===== config.mk =====
export PLATFORM = sky130hd
export DESIGN_NAME = ssa_frame_pick
export DESIGN_NICKNAME = d
export VERILOG_FILES = /design/src/design/slab_slot_allocator_top_macros.svh /design/src/design/ssa_pkg.sv /design/src/design/ssa_frame_pick.sv
export SDC_FILE = /design/constraint.sdc
export NUM_CORES = 1
export LEC_CHECK = 0
export BUFFER_PORTS_ARGS = -buffer_cell sky130_fd_sc_hd__buf_2
export CAP_MARGIN = 20
export CELL_PAD_IN_SITES_DETAIL_PLACEMENT = 1
export CELL_PAD_IN_SITES_GLOBAL_PLACEMENT = 1
export CORE_MARGIN = 5
export CORE_UTILIZATION = 37
export CTS_BUF_LIST = sky130_fd_sc_hd__clkbuf_4 sky130_fd_sc_hd__clkbuf_8
export CTS_CLUSTER_DIAMETER = 150
export DETAILED_ROUTE_END_ITERATION = 6
export MAX_ROUTING_LAYER = met4
export PLACE_DENSITY_LB_ADDON = 0.1
export SKIP_CTS_REPAIR_TIMING = 1
export SLEW_MARGIN = 10
export SYNTH_ARGS = -nofsm -noshare
export SYNTH_HDL_FRONTEND = slang
export SYNTH_SLANG_ARGS = --single-unit

===== constraint.sdc =====
create_clock -name clk -period 3.27 [get_ports clk]
set_input_delay 0.654 -clock clk [delete_from_list [all_inputs] [get_ports clk]]
set_output_delay 0.654 -clock clk [all_outputs]
set_load 0.01 [all_outputs]

===== src/design/slab_slot_allocator_top_macros.svh =====
// Assertion macros for the slab slot allocator.
// Each check samples on the rising edge of clk and is held off while rst_n is low.
`ifndef SLAB_SLOT_ALLOCATOR_TOP_MACROS_SVH
`define SLAB_SLOT_ALLOCATOR_TOP_MACROS_SVH
`ifndef SYNTHESIS
`define SSA_CHECK(label, prop, msg) \
  label: assert property (@(posedge clk) disable iff (!rst_n) prop) else $error(msg);
`define SSA_CHECK_NEXT(label, ante, cons, msg) \
  label: assert property (@(posedge clk) disable iff (!rst_n) ante |=> cons) else $error(msg);
`else
`define SSA_CHECK(label, prop, msg)
`define SSA_CHECK_NEXT(label, ante, cons, msg)
`endif
`endif


===== src/design/ssa_pkg.sv =====
package ssa_pkg;

  localparam int SLAB_SLOTS = 16;
  localparam int MAX_SLABS  = 64;

  localparam int SLOT_W  = $clog2(SLAB_SLOTS);
  localparam int FRAME_W = $clog2(MAX_SLABS);
  localparam int CNT_W   = $clog2(MAX_SLABS + 1);
  localparam int FC_W    = $clog2(SLAB_SLOTS + 1);
  localparam int STK_AW  = FRAME_W + SLOT_W;

  // Grouping of the free-frame search
  localparam int GRP_W  = 8;
  localparam int GRP_OW = $clog2(GRP_W);
  localparam int N_GRP  = MAX_SLABS / GRP_W;

  // Stream widths
  localparam int ACT_W       = 2;
  localparam int STAT_W      = 2;
  localparam int IN_TDATA_W  = 16;
  localparam int OUT_TDATA_W = 24;

  // Actions
  localparam logic [ACT_W-1:0] ACT_ALLOC  = 2'd0;
  localparam logic [ACT_W-1:0] ACT_RETURN = 2'd1;
  localparam logic [ACT_W-1:0] ACT_TRIM   = 2'd2;

  // Status codes
  localparam logic [STAT_W-1:0] ST_OK       = 2'd0;
  localparam logic [STAT_W-1:0] ST_NO_FRAME = 2'd1;
  localparam logic [STAT_W-1:0] ST_NOT_USED = 2'd2;
  localparam logic [STAT_W-1:0] ST_FULL     = 2'd3;

  typedef struct packed {
    logic               found;
    logic [FRAME_W-1:0] frame;
  } pick_t;

endpackage


===== src/design/ssa_frame_pick.sv =====
module ssa_frame_pick (
  input  logic                           clk,
  input  logic                           rst_n,
  input  logic [ssa_pkg::MAX_SLABS-1:0]  used,
  output ssa_pkg::pick_t                 pick
);
  import ssa_pkg::*;

  logic [N_GRP-1:0]  grp_any_r;
  logic [GRP_OW-1:0] grp_off_r [N_GRP];
  logic [N_GRP-1:0]  grp_any_nxt;
  logic [GRP_OW-1:0] grp_off_nxt [N_GRP];
  pick_t             pick_r;
  pick_t             pick_nxt;

  // Find the lowest free frame in each group
  always_comb begin
    for (int g = 0; g < N_GRP; g++) begin
      grp_any_nxt[g] = 1'b0;
      grp_off_nxt[g] = '0;
      for (int b = GRP_W - 1; b >= 0; b--) begin
        if (!used[g*GRP_W + b]) begin
          grp_any_nxt[g] = 1'b1;
          grp_off_nxt[g] = GRP_OW'(b);
        end
      end
    end
  end

  // Pick the lowest group that has a free frame
  always_comb begin
    pick_nxt = '0;
    for (int g = N_GRP - 1; g >= 0; g--) begin
      if (grp_any_r[g]) begin
        pick_nxt.found = 1'b1;
        pick_nxt.frame = (FRAME_W'(g) << GRP_OW) | FRAME_W'(grp_off_r[g]);
      end
    end
  end

  always_ff @(posedge clk) begin
    if (!rst_n) begin
      grp_any_r <= '0;
      pick_r    <= '0;
    end else begin
      grp_any_r <= grp_any_nxt;
      pick_r    <= pick_nxt;
    end
  end

  always_ff @(posedge clk) begin
    for (int g = 0; g < N_GRP; g++) begin
      grp_off_r[g] <= grp_off_nxt[g];
    end
  end

  assign pick = pick_r;

endmodule


## Word level (Yosys, flattened, before mapping)

Memories as Yosys holds them, arrays and structs flattened.
Index checks and enable logic that the tools add are counted.

- Output and inout port bits: 7
- Logic and storage cells: 147
- Memories kept: 1
- Bits in writable memories: 24
- Flip-flop bits (word level): 15
- Input port bits: 66

Memories:

| name | depth | width | read ports | clocked after memory_dff | write ports | line | RTL |
|---|---|---|---|---|---|---|---|
| grp_off_r | 8 | 3 | 8 | 0 | 8 | ssa_frame_pick.sv:10 | `logic [GRP_OW-1:0] grp_off_r [N_GRP];` |

- Bitwise gates (word level): 1
- Reductions and logical operators: 3
- Mux-type cells: 136

Operators with widths:

| kind | count |
|---|---|
| two-way mux 3 bit | 64 |
| two-way mux 1 bit | 64 |
| two-way mux 7 bit | 8 |
| OR reduction 5 bit | 1 |
| OR reduction 3 bit | 1 |
| OR reduction 2 bit | 1 |
| inverter 1 bit | 1 |

## Logic depth before layout (Yosys ltp)

Gate-level depths: netlist (run 1).

- Word-level depth: 8
- Depth in mapped cells: 5

## Least setup slack after synthesis (run 1)

OpenSTA, ideal clock, no wires.

- Path kind: input to register
- Start: in rst_n
- End: reg pick_r, in the netlist pick[1]
- Arrival: 1.148 ns
- Stages: 4
- Path slack: 2.005 ns
- Required time: 3.153 ns
- Library setup time: 0.117 ns
- Cell sequence: buf_2 -> nand2b_1 -> a21oi_1 -> a32o_1

RTL lines:

| element | line | RTL |
|---|---|---|
| start: declaration | ssa_frame_pick.sv:3 | `input logic rst_n,` |
| end signal: assignment | ssa_frame_pick.sv:47 | `pick_r <= pick_nxt;` |
| end: declaration | ssa_frame_pick.sv:13 | `pick_t pick_r;` |

## Worst setup path in the final report (run 1)

- Start: reg pick_r, in the netlist pick[0]
- End: out pick[0] (netlist bit)

RTL lines:

| element | line | RTL |
|---|---|---|
| end: declaration | ssa_frame_pick.sv:5 | `output ssa_pkg::pick_t pick` |

No word-level cell between the ends.

==> results.md, run 1 <==
* Status: finished, final reports clean
* CTS sink cnt at 39
* Sw Share at around a quarter
* Comb power frac at around 14%
* Worst Hold Class: reg -> reg
* Switching power total at 0.244 mW
* Distinct cells, synth at 33
* DR iter-0 viols at 37
* H-tree depth at 2
* Hold Slack at about 490 ps
* Total grt overflow at 0
* Clock latency on the worst-skew pair at 290 ps
* Critical Path Slowest Stage Cell: dfxtp_1
* Syn nets at 272
* First-pass GRT wire length at 7330 µm
* Worst Skew at 4.98 ps
* Row cnt at 24
* DRC at 0
* Pin count of the biggest net entering global routing at 12
* Commonest non-fill, non-tap cells in the layout: 72 x buf_2, 39 x dfxtp_1, 37 x nand2_1, 20 x inv_1
* Yosys Warn Count at 0
* CTS tree: built
* Post-Synthesis Cells at 206
* Die width at approximately 78 µm
* Final WS setup at roughly 1900 ps
* Part of the power in registers at 52.9%
* Worst path max stage delay at 330 ps
* Initial Util at 38.7%
* Final GP Congestion at 0.751
* CP arrival at about 740 ps
* Final setup TNS at 0 ps
* Chip height at slightly below 80 µm
* RSZ-0062 raised after global routing: false
* Pwr dens at 441 nW/µm²
* Worst Path Required at 2620 ps
* Worst-Margin Slew at 367 ps
* Boundary Pins at 73
* Yosys reg bits at 39
* Clk pwr share at between 30% and 40%
* Num CTS Buffers at 5
* Initial antenna violation count at 0
* Final Cycle Share at 42.7%
* Final-report setup violation count at 0
* Cells after DPL at 328
* Worst vdd ir at between 0.15 and 0.2 mV
* Worst path cell trace: buf_2
* Hold Vio Cnt, Final at 0
* Fin crit period at around 1400 ps
* Top Family by Delay on Critical Path: flip-flops
* LEAKAGE at 1.02 nW
* DP Worst Slack at 1900 ps
* Fin cells at 336
* Dpl hpwl at 3910 µm
* Vias per cell at 5.30
* Setup CP Type: reg -> out
* Clock tree buffer depth at 2
* Seq/Total Area, Yosys at 45.4%
* Port bufs at 72
* Most common cell after layout, fill and taps aside: buf_2
* Worst-path fanout max at 1
* Layout area overhead at 28.9%
* Internal at 0.734 mW
* Slew Viols, Final at 0
* Max Cap Violations at 0
* Syn Std Cell Area at 1720 µm²
* Core ar. at between 4000 and 5000 µm²
* Final core utilization at 49.9%
* DRT Wirelength at 4660 µm
* CP startpoint kind: flop
* Fin nets at 349
* Layout cells sized above 1 at a little under a third
* GRT Overall Usage at between 15 and 20%
* Total power at 0.978 mW
* Detailed Routing Iterations Pass 1 at 4
* Number of global-route vias before repair at 1,731
* CP Capture Type: output pin
* Drt wl/cell at between 10 and 15 µm
* DR vias at 1,780
* Worst Path Buf+Inv at 1
* Syn_area_per_cell at 8.35 µm²
* Fmax at 716 MHz
* DRT antenna net count at 0
* Placed Area at 2130 µm²
* Design area at around 2200 µm²
* Die footprint at around 6100 µm²
* CTS root buf: clkbuf_8
* Clk pin slew, worst setup/hold paths at around 70 ps
* ANT cells at 0
* Max transition margin at about three quarters
## worst paths after layout
kind / startpoint / to / slack, ps / depth (start not counted)
min: grp_off_r[0][1]$_SDFF_PN0_ / pick[1]$_SDFF_PN0_ / 490 / 1
max reg2reg: grp_any_r[2]$_SDFF_PN0_ / pick[1]$_SDFF_PN0_ / 2010 / 4
min reg2reg: grp_off_r[0][1]$_SDFF_PN0_ / pick[1]$_SDFF_PN0_ / 490 / 1
max: pick[0]$_SDFF_PN0_ / pick[0] / 1870 / 1
## state kept, by name, summed over array words and instances, names as in the netlist
name / cells
grp_any_r: 8
pick: 7
grp_off_r: 24
## power groups by stage
stage	Sequential, mW	Clock (mW)	Combinational (mW)
2_1_floorplan	0.524	0	0.0647
3_3_place_gp	0.528	0	0.138
3_5_place_dp	0.529	0	0.142
4_1_cts	0.518	0.328	0.142
5_1_grt	0.521	0.354	0.158
6_report	0.518	0.320	0.140
## cell usage after synthesis
cell	count	area [µm²]
nor2_1	8	30.0
a31oi_1	9	56.3
dfxtp_1	39	781
nor2_2	1	6.26
o221a_1	1	11.3
a41oi_1	5	43.8
o21ba_2	1	10.0
buf_6	1	11.3
nor3_2	1	10.0
a211oi_2	1	12.5
a211o_1	1	8.76
o22ai_1	8	50.1
o221a_2	1	11.3
a21boi_0	8	60.1
nand2b_1	3	18.8
o31a_1	5	43.8
o221ai_1	1	8.76
nand4_1	11	68.8
a32o_1	1	10.0
nor2b_1	6	37.5
nor4_1	2	12.5
buf_2	1	5.00
a221oi_2	1	15.0
a21oi_2	1	8.76
o31ai_2	1	12.5
o21ai_0	11	55.1
a21oi_1	6	30.0
nand3_1	9	45.0
inv_1	20	75.1
o211ai_1	2	15.0
o21ai_1	2	10.0
a21o_1	1	7.51
nand2_1	37	139
## area by class of cell
cell class / instances / area [µm²]
repair buffers: 72 / 360
inverters: 20 / 75.1
well taps: 52 / 65.1
fillers: 583 / 2230
clock inverters: 1 / 5.00
multi-input cells: 145 / 848
flip-flops and latches: 39 / 781
clock buffers: 7 / 83.8
## metal layers
metal	GRT usage (%)	vias to the layer above	share of wire [%]
li1	-	903	-
met1	18.2	823	44
met2	25.5	49	50
met3	3.89	5	5.2
met4	5.24	0	1.2
met5	-	-	0
## worst register-to-register path: cells and delay by family (launching register included)
kind,cells,cell delay [ps]
AOI/OAI and AO/OA,3,550
DFF,1,510
and+or+nand+nor,1,100
## cell families (layout without fill, tap and decap cells)
kind of cell           count (synthesis)  after routing  share of synthesized area (%)
flip-flops                            39             39                           45.4
AND/OR/NAND/NOR                       78             78                           21.4
AO/OA/AOI/OAI                         67             67                           27.9
buffers and inverters                 22            100                           5.31
Power figures use the tool's default switching activity.
==> run 2, diff against run 1 <==
--- a/config.mk
+++ b/config.mk
@@ -5,12 +5,13 @@
 export SDC_FILE = /design/constraint.sdc
 export NUM_CORES = 1
 export LEC_CHECK = 0
+export ABC_AREA = 1
 export BUFFER_PORTS_ARGS = -buffer_cell sky130_fd_sc_hd__buf_2
 export CAP_MARGIN = 20
 export CELL_PAD_IN_SITES_DETAIL_PLACEMENT = 1
 export CELL_PAD_IN_SITES_GLOBAL_PLACEMENT = 1
 export CORE_MARGIN = 5
-export CORE_UTILIZATION = 37
+export CORE_UTILIZATION = 30
 export CTS_BUF_LIST = sky130_fd_sc_hd__clkbuf_4 sky130_fd_sc_hd__clkbuf_8
 export CTS_CLUSTER_DIAMETER = 150
 export DETAILED_ROUTE_END_ITERATION = 6
==> constraint.sdc (replaced) <==
create_clock -name clk -period 1.2 [get_ports clk]
set_input_delay 0.24 -clock clk [delete_from_list [all_inputs] [get_ports clk]]
set_output_delay 0.24 -clock clk [all_outputs]
set_load 0.01 [all_outputs]
==> run 2 against run 1 <==
Against the previous run: synthesized cell count grew 16%; worst setup slack lost 1700 ps; die area grew 19%; non-clock buffer count grew 2; synthesized area shrank 1.2%; register-to-register slack lost 1900 ps; global-route usage shrank 1.8 points; utilization shrank 8.7 points; clock power grew to 3.0 times the previous value; combinational power grew to 2.6 times the previous value; sequential share of layout area shrank 0.67 points; critical path type is now reg -> reg; largest cell class is now sequential cells; highest routed layer unchanged.
==> results.md, run 2 <==
* Final GP Congestion at 0.844
* DR vias at around 1,800
* Cells after DPL at 384
* Syn nets at 305
* DRT antenna net count at 0
* Total grt overflow at 0
* Vias per cell at 4.56
* Port bufs at 72
* Boundary Pins at 73
* Max Cap Violations at 0
* Die footprint at 7270 µm²
* CP Capture Type: flop
* Worst-path fanout max at 5
* CP arrival at 1250 ps
* H-tree depth at 2
* Clock tree buffer depth at 2
* Syn Std Cell Area at around 1700 µm²
* Max reg flops at 24
* CTS sink cnt at 39
* Pin count of the biggest net entering global routing at 12
* Reg with most FFs: grp_off_r
* Most instantiated cells after synthesis: 48 x nand2_1, 41 x inv_1, 39 x dfxtp_1
* Initial antenna violation count at 0
* R2r startpoint: grp_any_r[2]$_SDFF_PN0_
* Worst-Margin Slew at 321 ps
* Distinct cells, synth at 18
* Pwr dens at around 1200 nW/µm²
* Yosys reg bits at 39
* Most frequent cell after synthesis: nand2_1
* Row cnt at 27
* Post-Synthesis Cells at 239
* Worst Path Required at 1380 ps
* Final Cycle Share at 88.5%
* DRT Wirelength at ~4400 µm
* Critical path startpoint: grp_any_r[2]$_SDFF_PN0_
* Worst vdd ir at 0.396 mV
* Final setup TNS at 0 ps
* Hold_sp: used[59]
* Most common cell after layout, fill and taps aside: buf_2
* Ys flop type: dfxtp_1
* Dominant cells by area after synthesis: dfxtp_1 46%, nand2_1 11%, inv_1 9.1%
* Chip height at ~85 µm
* Hold Vio Cnt, Final at 0
* Dpl hpwl at 3780 µm
* Syn_area_per_cell at ~7 µm²
* Die width at ~85 µm
* Detailed Routing Iterations Pass 1 at 4
* Worst Hold Class: in -> reg
* RSZ-0062 raised after global routing: false
* Number of global-route vias before repair at 1,925
* Total power at 2.72 mW
* Seq/Total Area, Yosys at between 40% and 50%
* LEAKAGE at 1.21 nW
* Initial Util at 30.9%
* Clk pin slew, worst setup/hold paths at 70 ps
* Fmax at 942 MHz
* Fillers at around 740
* DR iter-0 viols at 74
* Layout cells sized above 1 at between 20% and 30%
* Yosys Warn Count at 0
* Synth area leader: dfxtp_1
* Worst Skew at 2.89 ps
* Drt wl/cell at 11.3 µm
* Core ar. at about 5500 µm²
* DRC at 0
* CP startpoint kind: flop
* Fin cells at a little under 400
* CTS root buf: clkbuf_8
* First-pass GRT wire length at 7980 µm
* Clock latency on the worst-skew pair at 280 ps
* ANT cells at 0
* Max transition margin at slightly below 80%
* Num CTS Buffers at 5
* Final core utilization at roughly two fifths
* Status: finished, final reports clean
* Share of the synthesized area in the top cell type at 45.9%
* Final-report setup violation count at 0
* Setup CP Type: reg -> reg
* Commonest non-fill, non-tap cells in the layout: 72 x buf_2, 48 x nand2_1, 41 x inv_1, 37 x dfxtp_1, 22 x a21oi_1
* Asr flop ratio synth at 0%
* Fin crit period at between 1000 and 1500 ps
* CTS tree: built
* Fin nets at 385
* Layout area overhead at 33.4%
* GRT Overall Usage at between 10% and 20%
* Slew Viols, Final at 0
* Number of flops mapped to enable cells by yosys at 0
* Hold Slack at approximately 160 ps
run 2: cell types whose count changed in the layout (fill, tap and decap cells not counted), sizes merged, moves of 3 or more:
cell | before | now
a31oi | 9 | 12
nand2b | 3 | 0
nor2 | 9 | 20
nand4 | 11 | 8
o31a | 5 | 0
nor2b | 6 | 0
nor3 | 1 | 10
a41oi | 5 | 0
nand2 | 37 | 48
a21oi | 7 | 23
o22ai | 8 | 0
inv | 20 | 41
run 2: cell type report:
type | instances | area (µm²) | share of cell area (%)
clock buffer | 8 | 104 | 4.58
inverter | 41 | 154 | 6.78
multi-input combinational | 158 | 762 | 33.6
sequential | 39 | 783 | 34.5
tap | 72 | 90.1 | 3.97
timing repair buffer | 74 | 375 | 16.5
run 2: worst paths after layout:
check / endpoint / slack [ps] / cells after the start
hold / removal: grp_off_r[1][10]$_SDFF_PN0_ / 160 / 2
setup reg to reg: pick[2]$_SDFF_PN0_ / 140 / 5
setup / recovery: pick[2]$_SDFF_PN0_ / 140 / 5
hold reg to reg: pick[2]$_SDFF_PN0_ / 450 / 2
run 2: cells by family (layout without fill, tap and decap cells):
| kind of cell | Yosys count | in the layout | synth area share, % |
|---|---|---|---|
| simple gates | 99 | 99 | 25.0 |
| compound gates | 59 | 59 | 19.8 |
| flops | 39 | 39 | 45.9 |
| buf+inv | 42 | 123 | 9.27 |
run 2: through the flow:
| step | area (µm²) | setup WS [ps] |
|---|---|---|
| after global placement | 2160 | 93.4 |
| final | 2270 | 138 |
| after floorplan | 1700 | 248 |
| after detailed placement | 2160 | 81.9 |
| after global routing | 2270 | 3.34 |
| after CTS | 2270 | 66.3 |
run 2: per-layer routing:
metal	up-vias	GRT usage (%)	part of all wire (%)
met4	0	4.75	1.6
li1	949	-	-
met2	51	21.6	44
met1	782	16.2	47
met5	-	-	0
met3	6	4.27	7.6
run 2: critical path: stages (launching register included):
cell and delay, ps:
dfxtp_1 430, inv_1 120, a31oi_1 190, o21ai_1 100
nand2_1 80, nand2_1 50
run 2: where the power goes:
group          switching (mW)  total, mW  leakage (nW)  internal [mW]
clock                   0.404      0.950        0.0549          0.546
sequential             0.0356       1.40         0.324           1.36
combinational           0.198      0.367         0.828          0.170
==> run 3, diff against run 2 <==
--- a/config.mk
+++ b/config.mk
@@ -6,7 +6,7 @@
 export NUM_CORES = 1
 export LEC_CHECK = 0
 export ABC_AREA = 1
-export BUFFER_PORTS_ARGS = -buffer_cell sky130_fd_sc_hd__buf_2
+export BUFFER_PORTS_ARGS = -buffer_cell sky130_fd_sc_hd__clkbuf_2
 export CAP_MARGIN = 20
 export CELL_PAD_IN_SITES_DETAIL_PLACEMENT = 1
 export CELL_PAD_IN_SITES_GLOBAL_PLACEMENT = 1
==> run 3 against run 2 <==
Against the previous run: combinational power about the same; worst setup slack got worse by 29 ps; global-route usage decreased by 0.78 points; non-clock buffer count unchanged; clock skew increased by 2.4 ps; final cell count decreased by 0.51%; clock power decreased by 17%; via count decreased by 1.3%; sequential power about the same; utilization decreased by 0.50 points; die area unchanged; critical endpoint unchanged; largest cell class unchanged.
==> results.md, run 3 (synthesis gave the netlist of run 2 again) <==
* Clock latency on the worst-skew pair at 280 ps
* Placed Area at roughly 2200 µm²
* Max Cap Violations at 0
* DRT antenna net count at 0
* Status: finished, final reports clean
* Final GP Congestion at slightly below 0.8
* Clk pin slew, worst setup/hold paths at ~70 ps
* Commonest non-fill, non-tap cells in the layout: 72 x clkbuf_2, 48 x nand2_1, 41 x inv_1, 37 x dfxtp_1, 22 x a21oi_1
* Setup CP Type: reg -> reg
* CP Capture Type: flop
* Max transition margin at 78.8%
* Drt wl/cell at ~11 µm
* DRC at 0
* H-tree depth at 2
* Slew Viols, Final at 0
* Critical Path Slowest Stage Cell: dfxtp_2
* DRT met1 WL at 2140 µm
* DR iter-0 viols at 40
* DRT Wirelength at 4360 µm
* Worst Hold Class: in -> reg
* Pin count of the biggest net entering global routing at 11
* Boundary Pins at between 70 and 80
* Detailed Routing Iterations Pass 1 at 4
* Initial antenna violation count at 0
* Worst path cell trace: nand2_1 -> o21ai_0 -> a21oi_1 -> o21ai_1 -> nand2_1 -> nand2_1
* RSZ-0062 raised after global routing: false
* Most common cell after layout, fill and taps aside: clkbuf_2
* Core ar. at between 5000 and 6000 µm²
* Worst-Margin Slew at around 320 ps
* Row cnt at 27
* Worst Path Required at 1430 ps
* CP arrival at between 1000 and 1500 ps
* First-pass GRT wire length at 7500 µm
* Worst-path fanout max at 5
* Clock tree buffer depth at 2
* Met2 Wirelength at 1880 µm
* Layout cells sized above 1 at approximately a quarter
* Die width at 85.3 µm
* Reg with most FFs: grp_off_r
* Max reg flops at 24
* DR vias at around 1,800
* Chip height at 85.3 µm
* CTS sink cnt at 39
* Final core utilization at between 40 and 50%
* Worst path most repeated cell: nand2_1
* CP startpoint kind: flop
* Fmax at 917 MHz
* Fin crit period at 1090 ps
* ANT cells at 0
* Final Cycle Share at 90.9%
* Dpl hpwl at 3760 µm
* CTS root buf: clkbuf_8
* GRT Overall Usage at 12.8%
* CTS tree: built
* Num CTS Buffers at 5
* LEAKAGE at 1.20 nW
* Number of global-route vias before repair at approximately 1,800
* Register-to-register setup slack at roughly 110 ps
* Hold Vio Cnt, Final at 0
* Vias per cell at 4.52
* Total grt overflow at 0
* Initial Util at 30.9%
* Worst Skew at about 5.3 ps
* Met3 WL at 272 µm
* Fin nets at 385
* Final-report setup violation count at 0
* Top Layer Used: met4
* Worst Path Buf+Inv at 0
* Final setup TNS at 0 ps
* Worst path max stage delay at ~370 ps
* Top Family by Delay on Critical Path: compound AO/OA/AOI/OAI gates
* Die footprint at ~7300 µm²
* Design area at 2240 µm²
* Port bufs at 72
* Pwr dens at 1140 nW/µm²
* Worst vdd ir at just under 0.4 mV
* Layout area overhead at 31.8%
run 3: final cells by class:
class / instances / area, µm²
Clock buffer: 6 / 76.3
Fill cell: 744 / 3270
Multi-Input combinational cell: 158 / 762
Tap cell: 72 / 90.1
Sequential cell: 39 / 783
Timing Repair Buffer: 74 / 375
Inverter: 41 / 154
run 3: path summary, 6_finish.rpt:
path,start,to,cells past startpoint
worst max-delay path,grp_any_r[7]$_SDFF_PN0_,pick[2]$_SDFF_PN0_,6
worst min-delay path,used[59],grp_off_r[1][10]$_SDFF_PN0_,2
worst max register to register,grp_any_r[7]$_SDFF_PN0_,pick[2]$_SDFF_PN0_,6
worst min register to register,grp_off_r[0][2]$_SDFF_PN0_,pick[2]$_SDFF_PN0_,2
run 3: where the power goes:
| part | total, mW | internal (mW) | switching [mW] |
|---|---|---|---|
| Sequential | 1.40 | 1.36 | 0.0352 |
| Combinational | 0.368 | 0.170 | 0.199 |
| Clock | 0.787 | 0.409 | 0.378 |
| Total | 2.55 | 1.94 | 0.612 |
run 3: through the flow:
stage          hold WS (ps)  instances  setup WS [ps]  total power, mW
2_1_floorplan           345        239            248             1.59
3_3_place_gp            453        384           28.9             1.80
3_5_place_dp            440        384           38.5             1.80
4_1_cts                 169        390           6.22             2.60
5_1_grt                 180        390           26.1             2.69
6_report                177        390            110             2.55
run 3: per-layer routing:
layer | global-route usage (%) | vias up
li1 | - | 948
met1 | 16.8 | 759
met2 | 19.4 | 49
met3 | 2.91 | 8
met4 | 4.32 | 0
met5 | - | -
